File: config.mk
export PLATFORM = sky130hd
export DESIGN_NAME = string_to_unsigned_parser_flat
export DESIGN_NICKNAME = d
export VERILOG_FILES = /design/src/design/stun_pkg.sv /design/src/design/stun_if.sv /design/src/design/string_to_unsigned_parser.sv /design/src/design/stun_mac.sv /design/src/flat_wrapper.sv
export SDC_FILE = /design/constraint.sdc
export NUM_CORES = 1
export LEC_CHECK = 0
export BUFFER_PORTS_ARGS = -buffer_cell sky130_fd_sc_hd__buf_2
export CAP_MARGIN = 30
export CORE_UTILIZATION = 40
export CTS_CLUSTER_SIZE = 10
export DETAILED_ROUTE_END_ITERATION = 7
export GPL_ROUTABILITY_DRIVEN = 0
export HOLD_SLACK_MARGIN = 0.05
export PLACE_DENSITY = 0.6
export SLEW_MARGIN = 20
export SYNTH_ARGS = -nofsm -noshare
export SYNTH_HDL_FRONTEND = slang
export SYNTH_HIERARCHICAL = 1
export SYNTH_SLANG_ARGS = --single-unit
export TNS_END_PERCENT = 5
File: constraint.sdc
create_clock -name clock -period 22.2 [get_ports clock]
set_input_delay 2.22 -clock clock [delete_from_list [all_inputs] [get_ports clock]]
set_output_delay 2.22 -clock clock [all_outputs]
set_load 0.005 [all_outputs]
File: src/design/stun_pkg.sv
`timescale 1ns / 1ps

package stun_pkg;

   localparam int STUN_MAX_CHARS = 4096;
   localparam int CHAR_W         = 8;
   localparam int BASE_W         = 6;
   localparam int VALUE_W        = 32;
   localparam int INDEX_W        = 13;

   localparam logic [CHAR_W-1:0] CH_NUL   = 8'h00;
   localparam logic [CHAR_W-1:0] CH_TAB   = 8'h09;
   localparam logic [CHAR_W-1:0] CH_CR    = 8'h0d;
   localparam logic [CHAR_W-1:0] CH_SPACE = 8'h20;
   localparam logic [CHAR_W-1:0] CH_MINUS = 8'h2d;
   localparam logic [CHAR_W-1:0] CH_PLUS  = 8'h2b;
   localparam logic [CHAR_W-1:0] CH_ZERO  = 8'h30;
   localparam logic [CHAR_W-1:0] CH_NINE  = 8'h39;
   localparam logic [CHAR_W-1:0] CH_UPPER_A = 8'h41;
   localparam logic [CHAR_W-1:0] CH_LOWER_A = 8'h61;
   localparam logic [CHAR_W-1:0] CH_UPPER_X = 8'h58;
   localparam logic [CHAR_W-1:0] CH_LOWER_X = 8'h78;
   localparam logic [CHAR_W-1:0] DIGIT_NONE = 8'hff;

   localparam logic [BASE_W-1:0] BASE_AUTO = 6'd0;
   localparam logic [BASE_W-1:0] BASE_OCT  = 6'd8;
   localparam logic [BASE_W-1:0] BASE_DEC  = 6'd10;
   localparam logic [BASE_W-1:0] BASE_HEX  = 6'd16;

   typedef enum logic [2:0] {
      PH_SPACE      = 3'd0,
      PH_MINUS      = 3'd1,
      PH_PLUS       = 3'd2,
      PH_PREFIX     = 3'd3,
      PH_AFTER_ZERO = 3'd4,
      PH_DIGITS     = 3'd5,
      PH_DONE       = 3'd6
   } phase_type;

   typedef struct packed {
      logic [VALUE_W-1:0] sum;
      logic               overflow;
   } mac_result_type;

   // digit value of a byte, wrapping modulo 256; DIGIT_NONE for the bytes between '9' and 'A'
   function automatic logic [CHAR_W-1:0] digit_of(input logic [CHAR_W-1:0] ch);
      logic [CHAR_W-1:0] d;
      if (ch >= CH_LOWER_A) begin
         d = ch - CH_LOWER_A + 8'd10;
      end else if (ch >= CH_UPPER_A) begin
         d = ch - CH_UPPER_A + 8'd10;
      end else if (ch <= CH_NINE) begin
         d = ch - CH_ZERO;
      end else begin
         d = DIGIT_NONE;
      end
      return d;
   endfunction

   function automatic logic is_space(input logic [CHAR_W-1:0] ch);
      return ((ch >= CH_TAB) && (ch <= CH_CR)) || (ch == CH_SPACE);
   endfunction

endpackage

File: src/design/stun_if.sv
`timescale 1ns / 1ps

interface stun_req_if
   import stun_pkg::*;
();
   logic              valid;
   logic              ready;
   logic [CHAR_W-1:0] character;
   logic              last;

   modport source (output valid, output character, output last, input ready);
   modport sink   (input valid, input character, input last, output ready);
endinterface

interface stun_rsp_if
   import stun_pkg::*;
();
   logic               valid;
   logic               ready;
   logic [VALUE_W-1:0] value;
   logic [INDEX_W-1:0] end_index;
   logic               overflowed;

   modport source (output valid, output value, output end_index, output overflowed,
                   input ready);
   modport sink   (input valid, input value, input end_index, input overflowed,
                   output ready);
endinterface

File: src/design/string_to_unsigned_parser.sv
`timescale 1ns / 1ps
// the result is registered: it reaches the output register in the cycle after the
// last character is accepted; throughput: one character per cycle while the output
// register is empty or being read, set by the single 32x6 multiply-add per digit
// reset: synchronous, clears the parse state, the result valid flag and number_base

module string_to_unsigned_parser
   import stun_pkg::*;
#(
   parameter int MAX_CHARS = STUN_MAX_CHARS
) (
   input  logic              clock,
   input  logic              reset,
   stun_req_if.sink          req_bus,
   stun_rsp_if.source        rsp_bus,
   input  logic              csr_wr_en,
   input  logic [BASE_W-1:0] csr_wr_data
);

   localparam int POS_W = $clog2(MAX_CHARS + 1);
   localparam logic [POS_W-1:0] POS_MAX = POS_W'(MAX_CHARS);

   logic [BASE_W-1:0]  number_base_ff;
   phase_type          phase_ff, phase_in;
   logic [VALUE_W-1:0] acc_ff, acc_in;
   logic               minus_ff, minus_in;
   logic [BASE_W-1:0]  wbase_ff, wbase_in;
   logic [POS_W-1:0]   pos_ff, pos_in;
   logic [POS_W-1:0]   stop_ff, stop_in;
   logic               ovf_ff, ovf_in;

   logic               rsp_valid_ff, rsp_valid_in;
   logic [VALUE_W-1:0] value_ff, value_in;
   logic [INDEX_W-1:0] index_ff, index_in;
   logic               overflowed_ff, overflowed_in;

   logic               accept;
   logic [CHAR_W-1:0]  ch;
   logic [CHAR_W-1:0]  digit;
   logic [BASE_W-1:0]  prefix_base;
   logic [BASE_W-1:0]  mac_base;
   mac_result_type     mac_res;
   logic [POS_W+INDEX_W-1:0] pos_wide;

   assign req_bus.ready = !rsp_valid_ff || rsp_bus.ready;
   assign accept        = req_bus.valid && req_bus.ready;
   assign ch            = req_bus.character;
   assign digit         = digit_of(ch);

   // base in force when digits start straight from the prefix check
   assign prefix_base = (number_base_ff == BASE_AUTO) ? BASE_DEC : number_base_ff;
   assign mac_base    = ((phase_ff == PH_AFTER_ZERO) || (phase_ff == PH_DIGITS)) ?
                        wbase_ff : prefix_base;

   stun_mac u_mac (
      .acc    (acc_ff),
      .base   (mac_base),
      .digit  (digit),
      .result (mac_res)
   );

   always_comb begin
      phase_type ph;
      logic      handled;
      logic      adv;
      logic [VALUE_W-1:0] v;
      logic [POS_W-1:0]   p;

      ph       = phase_ff;
      handled  = 1'b0;
      adv      = 1'b0;
      acc_in   = acc_ff;
      minus_in = minus_ff;
      wbase_in = wbase_ff;
      stop_in  = stop_ff;
      ovf_in   = ovf_ff;

      if (ph == PH_SPACE) begin
         if (is_space(ch)) begin
            adv     = 1'b1;
            handled = 1'b1;
         end else begin
            ph = PH_MINUS;
         end
      end
      if (!handled && ph == PH_MINUS) begin
         ph = PH_PLUS;
         if (ch == CH_MINUS) begin
            minus_in = 1'b1;
            adv      = 1'b1;
            handled  = 1'b1;
         end
      end
      if (!handled && ph == PH_PLUS) begin
         ph = PH_PREFIX;
         if (ch == CH_PLUS) begin
            adv     = 1'b1;
            handled = 1'b1;
         end
      end
      if (!handled && ph == PH_PREFIX) begin
         if (((number_base_ff == BASE_AUTO) || (number_base_ff == BASE_HEX)) &&
             (ch == CH_ZERO)) begin
            wbase_in = (number_base_ff == BASE_AUTO) ? BASE_OCT : number_base_ff;
            acc_in   = '0;
            adv      = 1'b1;
            ph       = PH_AFTER_ZERO;
            handled  = 1'b1;
         end else begin
            wbase_in = prefix_base;
            ph       = PH_DIGITS;
         end
      end else if (!handled && ph == PH_AFTER_ZERO) begin
         ph = PH_DIGITS;
         if ((ch == CH_LOWER_X) || (ch == CH_UPPER_X)) begin
            wbase_in = BASE_HEX;
            adv      = 1'b1;
            handled  = 1'b1;
         end
      end
      if (!handled && ph == PH_DIGITS) begin
         if ((ch == CH_NUL) || (digit >= CHAR_W'(mac_base))) begin
            stop_in = pos_ff;
            ph      = PH_DONE;
         end else begin
            if (!ovf_ff) begin
               acc_in = mac_res.sum;
               ovf_in = mac_res.overflow;
            end
            adv = 1'b1;
         end
      end

      pos_in = (adv && (pos_ff < POS_MAX)) ? pos_ff + 1'b1 : pos_ff;

      // result from the updated state
      if (ovf_in) begin
         v = '1;
      end else if (minus_in) begin
         v = '0 - acc_in;
      end else begin
         v = acc_in;
      end
      p        = (ph == PH_DONE) ? stop_in : pos_in;
      pos_wide = {INDEX_W'(0), p};
      value_in      = v;
      index_in      = pos_wide[INDEX_W-1:0];
      overflowed_in = ovf_in;
      phase_in      = ph;

      // the string is finished: start over for the next one
      if (req_bus.last) begin
         phase_in = PH_SPACE;
         acc_in   = '0;
         minus_in = 1'b0;
         wbase_in = '0;
         pos_in   = '0;
         stop_in  = '0;
         ovf_in   = 1'b0;
      end
   end

   always_comb begin
      if (accept && req_bus.last) begin
         rsp_valid_in = 1'b1;
      end else begin
         rsp_valid_in = rsp_valid_ff && !rsp_bus.ready;
      end
   end

   always_ff @(posedge clock) begin
      if (reset) begin
         number_base_ff <= '0;
         phase_ff       <= PH_SPACE;
         acc_ff         <= '0;
         minus_ff       <= 1'b0;
         wbase_ff       <= '0;
         pos_ff         <= '0;
         stop_ff        <= '0;
         ovf_ff         <= 1'b0;
         rsp_valid_ff   <= 1'b0;
      end else begin
         if (csr_wr_en) begin
            number_base_ff <= csr_wr_data;
         end
         if (accept) begin
            phase_ff <= phase_in;
            acc_ff   <= acc_in;
            minus_ff <= minus_in;
            wbase_ff <= wbase_in;
            pos_ff   <= pos_in;
            stop_ff  <= stop_in;
            ovf_ff   <= ovf_in;
         end
         rsp_valid_ff <= rsp_valid_in;
      end
   end

   always_ff @(posedge clock) begin
      if (accept && req_bus.last) begin
         value_ff      <= value_in;
         index_ff      <= index_in;
         overflowed_ff <= overflowed_in;
      end
   end

   assign rsp_bus.valid      = rsp_valid_ff;
   assign rsp_bus.value      = value_ff;
   assign rsp_bus.end_index  = index_ff;
   assign rsp_bus.overflowed = overflowed_ff;

   a_reset_empty: assert property (@(posedge clock) reset |=> !rsp_valid_ff)
      else $error("output register not empty after reset");

   a_ovf_all_ones: assert property (@(posedge clock) disable iff (reset)
      (rsp_valid_ff && overflowed_ff) |-> (value_ff == '1))
      else $error("overflowed result is not all ones");

   a_last_restarts: assert property (@(posedge clock) disable iff (reset)
      (accept && req_bus.last) |=> (phase_ff == PH_SPACE && acc_ff == '0 && pos_ff == '0))
      else $error("parse state not cleared after the last character");

   a_pos_bound: assert property (@(posedge clock) disable iff (reset)
      (pos_ff <= POS_MAX) && (stop_ff <= POS_MAX))
      else $error("character position beyond its limit");

   a_ovf_acc: assert property (@(posedge clock) disable iff (reset)
      ovf_ff |-> (acc_ff == '1))
      else $error("overflow flag set with accumulator not saturated");

endmodule

File: src/design/stun_mac.sv
`timescale 1ns / 1ps

module stun_mac
   import stun_pkg::*;
(
   input  logic [VALUE_W-1:0] acc,
   input  logic [BASE_W-1:0]  base,
   input  logic [CHAR_W-1:0]  digit,
   output mac_result_type     result
);

   localparam int PROD_W = VALUE_W + BASE_W + 1;

   logic [PROD_W-1:0] full_sum;

   assign full_sum = PROD_W'(acc) * PROD_W'(base) + PROD_W'(digit);

   always_comb begin
      result.overflow = |full_sum[PROD_W-1:VALUE_W];
      result.sum      = result.overflow ? '1 : full_sum[VALUE_W-1:0];
   end

endmodule
File: src/flat_wrapper.sv
// flat-port wrapper written by rule: the top's interface ports become plain ports
module string_to_unsigned_parser_flat import stun_pkg::*;
#(
   parameter int MAX_CHARS = STUN_MAX_CHARS
)
  (clock, reset, csr_wr_en, csr_wr_data, req_bus_valid, req_bus_character, req_bus_last, req_bus_ready, rsp_bus_valid, rsp_bus_value, rsp_bus_end_index, rsp_bus_overflowed, rsp_bus_ready);
  stun_req_if req_bus_i ();
  stun_rsp_if rsp_bus_i ();
  input  logic clock;
  input  logic reset;
  input  logic csr_wr_en;
  input  logic [BASE_W-1:0] csr_wr_data;
  input wire logic [$bits(req_bus_i.valid)-1:0] req_bus_valid;
  input wire logic [$bits(req_bus_i.character)-1:0] req_bus_character;
  input wire logic [$bits(req_bus_i.last)-1:0] req_bus_last;
  output wire logic [$bits(req_bus_i.ready)-1:0] req_bus_ready;
  output wire logic [$bits(rsp_bus_i.valid)-1:0] rsp_bus_valid;
  output wire logic [$bits(rsp_bus_i.value)-1:0] rsp_bus_value;
  output wire logic [$bits(rsp_bus_i.end_index)-1:0] rsp_bus_end_index;
  output wire logic [$bits(rsp_bus_i.overflowed)-1:0] rsp_bus_overflowed;
  input wire logic [$bits(rsp_bus_i.ready)-1:0] rsp_bus_ready;
  assign req_bus_i.valid = req_bus_valid;
  assign req_bus_i.character = req_bus_character;
  assign req_bus_i.last = req_bus_last;
  assign req_bus_ready = req_bus_i.ready;
  assign rsp_bus_valid = rsp_bus_i.valid;
  assign rsp_bus_value = rsp_bus_i.value;
  assign rsp_bus_end_index = rsp_bus_i.end_index;
  assign rsp_bus_overflowed = rsp_bus_i.overflowed;
  assign rsp_bus_i.ready = rsp_bus_ready;
  string_to_unsigned_parser #(.MAX_CHARS(MAX_CHARS)) u_core (.clock(clock), .reset(reset), .req_bus(req_bus_i), .rsp_bus(rsp_bus_i), .csr_wr_en(csr_wr_en), .csr_wr_data(csr_wr_data));
endmodule
# --- Word-level counts from Yosys, hierarchy flattened ---
# Index checks and enable logic that the tools add are counted.
word_totals:
  out_inout_bits: 48
  regBits: 122
  word_cells: 128
classes:
  n_reduce_logical: 30
  magnitude_cmp: 7
  addsub: 8
  eq_ne: 15
  mul: 1
  n_mux: 55
ops:
  columns: ["cell", "count"]
  rows:
  - ["2-to-1 mux 32 bit", 8]
  - ["2-to-1 mux 13 bit", 6]
  - ["2-to-1 mux 6 bit", 8]
  - ["adder 38 x 8 -> 39 bit", 1]
  - ["multiplier 32 x 6 -> 38 bit", 1]
  - ["== test 8 x 6 -> 1 bit, second input constant", 4]
  - ["subtractor 1 x 32 -> 32 bit, first input constant", 1]
  - ["2-to-1 mux 3 bit", 9]
  - ["2-to-1 mux 8 bit", 3]
  - ["2-to-1 mux 1 bit", 21]
  - ["adder 8 x 4 -> 8 bit, second input constant", 2]
  - ["== test 8 x 7 -> 1 bit, second input constant", 2]
  - ["greater-or-equal comparator 8 x 7 -> 1 bit, second input constant", 2]
  - ["subtractor 8 x 7 -> 8 bit, second input constant", 2]
  - ["== test 3 bit, second input constant", 5]
  - ["adder 13 x 1 -> 13 bit, second input constant", 1]
  - ["< comparator 13 bit, second input constant", 1]
  - ["logical AND 1 bit", 11]
  - ["greater-or-equal comparator 8 x 4 -> 1 bit, second input constant", 1]
  - ["greater-or-equal comparator 8 x 6 -> 1 bit", 1]
  - ["less-or-equal comparator 8 x 4 -> 1 bit, second input constant", 1]
  - ["less-or-equal comparator 8 x 6 -> 1 bit, second input constant", 1]
  - ["logical NOT 8 bit", 1]
  - ["subtractor 8 x 6 -> 8 bit, second input constant", 1]
  - ["10 further kinds", 22]

# --- Depth between registers and ports, before layout ---
logic_depth:
  word_depth: 21
  depth_mapped: 37

# --- Hierarchy ---
# The synthesis kept the hierarchy.
modules_own_cells:
  columns: ["mod", "instances", "area_per_inst_um2", "cells_each"]
  rows:
  - ["string_to_unsigned_parser", 1, 7687.4, 924]
  - ["stun_mac", 1, 7166.9, 807]

# --- Worst setup path after synthesis ---
# Ideal clock, no wire load.
synth_timing:
  path_kind: "input -> register"
  start: "input req_bus_character[0]"
  end: "register u_core.value_ff[31], in the netlist u_core/rsp_bus.value[31] (data pin)"
  t_required_ns: 22.064
  setup_ns: 0.136
  arrival_time_ns: 8.765
  path_buffers: 2
  cell_stages: 30
  slack_ns: 13.299
  cell_sequence: "inv_1 -> ha_1 -> or4b_1 -> buf_2 -> a221oi_4 -> o41ai_1 -> and2_4 -> clkinv_2 -> inv_1 -> fa_1 -> inv_1 -> ha_1 -> a21oi_1 -> o211ai_1 -> a21boi_0 -> a21oi_1 -> or4_1 -> and4_4 -> nor4_4 -> buf_6 -> nand3_1 -> or3_1 -> nor3_1 -> nand2_1 -> or3_1 -> nor3_1 -> a311oi_2 -> a2111oi_4 -> mux2_1 -> nand3_1"
synth_lines:
  columns: ["element", "line_no", "rtl"]
  rows:
  - ["start: declaration", "flat_wrapper.sv:14", "input wire logic [$bits(req_bus_i.character)-1:0] req_bus_character;"]
  - ["end signal: assignment", "string_to_unsigned_parser.sv:201", "value_ff <= value_in;"]
  - ["end: declaration", "string_to_unsigned_parser.sv:33", "logic [VALUE_W-1:0] value_ff, value_in;"]

==> impl_metrics.json <==
{
  "status": "completed",
  "cts.repair.resized": 0,
  "finalMaxSlewViolations": 0,
  "max_cap_viol_count": 0,
  "yosysTopAreaCellShare_pct": 16.98,
  "synth_mux_area_share_pct": 2.022,
  "holdBufCountCts": 0,
  "startpoint": "req_bus_character[0]",
  "hold_depth": 2,
  "gr-total-overflow": 0,
  "cts.path.max_buffers": 2,
  "syn_inst": 1731,
  "cts.clk_slew.worst_paths_ns": 0.06,
  "numPortBuffers": 67,
  "antenna_left": 0,
  "syn_area_sq_um": 14850,
  "syn_area_per_cell_sq_um": 8.581,
  "antenna_found_initial": 3,
  "seqPwrFrac_pct": 36.5,
  "synth_compound_area_share_pct": 19.21,
  "io_pins": 68,
  "core_area_sq_um": 36610,
  "worst_ep_arrival_time_ns": 10.15,
  "die_area_sq_um": 37910,
  "htree_levels": 4,
  "first_pass_iters": 7,
  "clkLatencyLatePin_ns": 0.43,
  "critPathMaxFanout": 33,
  "crit_buf_inv": 5,
  "reg2reg_depth": 30,
  "async_flop_share_pct": 0,
  "grt_usage_pct": 24.18,
  "min_from": "u_core/wbase_ff[3]",
  "row_count": 70,
  "cts_root_buffer": "clkbuf_16",
  "synth_edf_count": 46,
  "p_clk_share_pct": 41.8,
  "final_cell_mix": "and2_1, nand2_1, nor2_1",
  "cts_tree": "done",
  "cts_sinks": 122,
  "p_leak_nw": 7.556,
  "cts_setup_buffers": 0,
  "ys_ff_latch": 122,
  "yosys_warnings": 6,
  "rsz0062_at_grt": "no",
  "grt_max_degree": 74,
  "die_w_microns": 194.7,
  "synthTopCellsByArea": "fa_1, dfxtp_1, edfxtp_1",
  "synth_fa_ha_area_share_pct": 25.49,
  "drive_above_1_share_pct": 10.38,
  "synth_top_family_by_area": "simple AND/OR/NAND/NOR gates",
  "synth_ff_type": "dfxtp_1",
  "vias_per_cell": 5.973,
  "post-route-min-period_ns": 9.864,
  "initial_core_util_pct": 40.57,
  "synth_xor_area_share_pct": 2.771,
  "worstMarginPinSlew_ns": 1.039,
  "post-route-period-util_pct": 44.43,
  "p_int_mw": 0.4597,
  "cts_made_buffers": 17,
  "final_nets": 1978,
  "r2r_setup_slack_ns": 12.48,
  "finalClockSkew_ns": 0.01064,
  "synthDistinctLibCells": 97,
  "hold_viol": 0,
  "max_freq_ghz": 0.1014,
  "areaGrowthSynthToFinish_pct": 8.255,
  "r2r_start": "u_core/phase_ff[1]",
  "hpwl_microns": 33210,
  "p_sw_share_pct": 31.58,
  "hold_ws_ns": 0.4603,
  "dieHeight_microns": 194.7,
  "grt_pass1_vias": 13010,
  "peakVddDrop_uv": 49.92,
  "via_count": 13213,
  "setup_tns_ns": 0,
  "drc_errors": 0,
  "crit_cells": 29,
  "syn-num-nets": 1978,
  "drt_wl_total_microns": 45470,
  "worstPathRequired_ns": 22.49,
  "drt_iter0_markers": 1192,
  "yosys.area_share.simple_pct": 25.86,
  "end_kind": "flip-flop",
  "slowest_stage": "or4b_1",
  "cellPowerDensity_nw_per_um2": 41.79,
  "cp-start-kind": "input pin",
  "grt_pass1_wl_microns": 72900,
  "yosys.area.top_type": "fa_1",
  "crit_family": "simple AND/OR/NAND/NOR gates",
  "relSlewSlack_pct": 30.38,
  "final_common_cell": "and2_1",
  "criticalPathCategory": "input pin to flip-flop",
  "diodes": 0,
  "ys_seq_area_share_pct": 19.54,
  "pwr-share-comb_pct": 21.7,
  "cp_slowest_stage_delay_ns": 0.61,
  "switching_power_mw": 0.2122,
  "wl_per_cell_microns": 20.56,
  "hold_path_class": "flip-flop to flip-flop",
  "setup_violations": 0
}
==> metal layers <==
layer	share of wire, %	track usage (%)	up-vias
li1	-	-	6189
met1	44	32.78	6469
met2	47	39.68	483
met3	6.9	3.314	72
met4	2.4	7.731	0
met5	0	0	-
==> cell type report <==
cell class | instances | area, sq um
fill | 3645 | 20530
multi-input combinational | 1428 | 11210
sequential | 122 | 2903
tap | 468 | 585.6
timing repair buffer | 89 | 504.2
clock buffer | 21 | 493.0
inverter | 73 | 275.3
clock inverter | 11 | 106.4
==> synthesized netlist by cell type, drive strengths merged (12+ instances only) <==
library cell  number
a211oi            26
a21o              28
a21oi             84
a22oi             50
a31oi             17
and2             192
and3              20
buf               36
clkbuf            72
dfxtp             76
edfxtp            46
fa               126
ha               101
inv               72
mux2i             21
nand2            143
nand2b            12
nand3             63
nand4             19
nor2             142
nor3              51
nor4              19
o211ai            15
o21a              14
o21ai             74
o22ai             12
or3               17
xnor2             24
xor2              23
==> cell families (layout without fill, tap and decap cells) <==
group	Yosys count	count (layout)
compound gates	406	406
xor+xnor	47	47
fa+ha+maj	227	227
buf+inv	181	194
flops	122	122
mux	29	29
simple gates	719	719
==> flip-flops by register name (all words and copies together) (netlist names) <==
name,count
u_core/minus_ff,1
u_core/stop_ff,13
u_core/rsp_bus.overflowed,1
u_core/acc_ff,32
u_core/number_base_ff,6
u_core/phase_ff,3
u_core/pos_ff,13
u_core/wbase_ff,6
u_core/rsp_bus.end_index,13
u_core/ovf_ff,1
u_core/rsp_bus.valid,1
u_core/rsp_bus.value,32
==> path summary, 6_finish.rpt <==
kind | endpoint
min reg2reg | u_core/wbase_ff[3]
min | u_core/wbase_ff[3]
max | u_core/rsp_bus.value[31]
max reg2reg | u_core/rsp_bus.value[31]
==> per-stage QoR <==
step / setup slack [ns] / area [sq um] / utilization [%] / total power, mW / cells
final: 12.34 / 16080 / 43.92 / 0.6719 / 2212
after global routing: 11.81 / 16080 / 43.92 / 0.6992 / 2212
after CTS: 12.51 / 16080 / 43.92 / 0.6741 / 2212
after detailed placement: 12.06 / 15480 / 42.29 / 0.3926 / 2180
after global placement: 12.29 / 15470 / 42.26 / 0.3901 / 2179
after floorplan: 13.30 / 14850 / - / 0.3477 / 1731
==> tightest hold or removal path: stages (launching register included) <==
cell and delay (ns):
dfxtp_1 0.31, nand2_1 0.05, a21oi_1 0.06
==> power by group through the flow <==
stage	Sequential (mW)	Clock (mW)	Combinational, mW
6_report	0.245	0.281	0.146
5_1_grt	0.246	0.295	0.158
4_1_cts	0.245	0.286	0.143
3_5_place_dp	0.250	0	0.143
3_3_place_gp	0.250	0	0.140
2_1_floorplan	0.249	0	0.0992
Note: power is estimated with default switching activity, not from simulation.
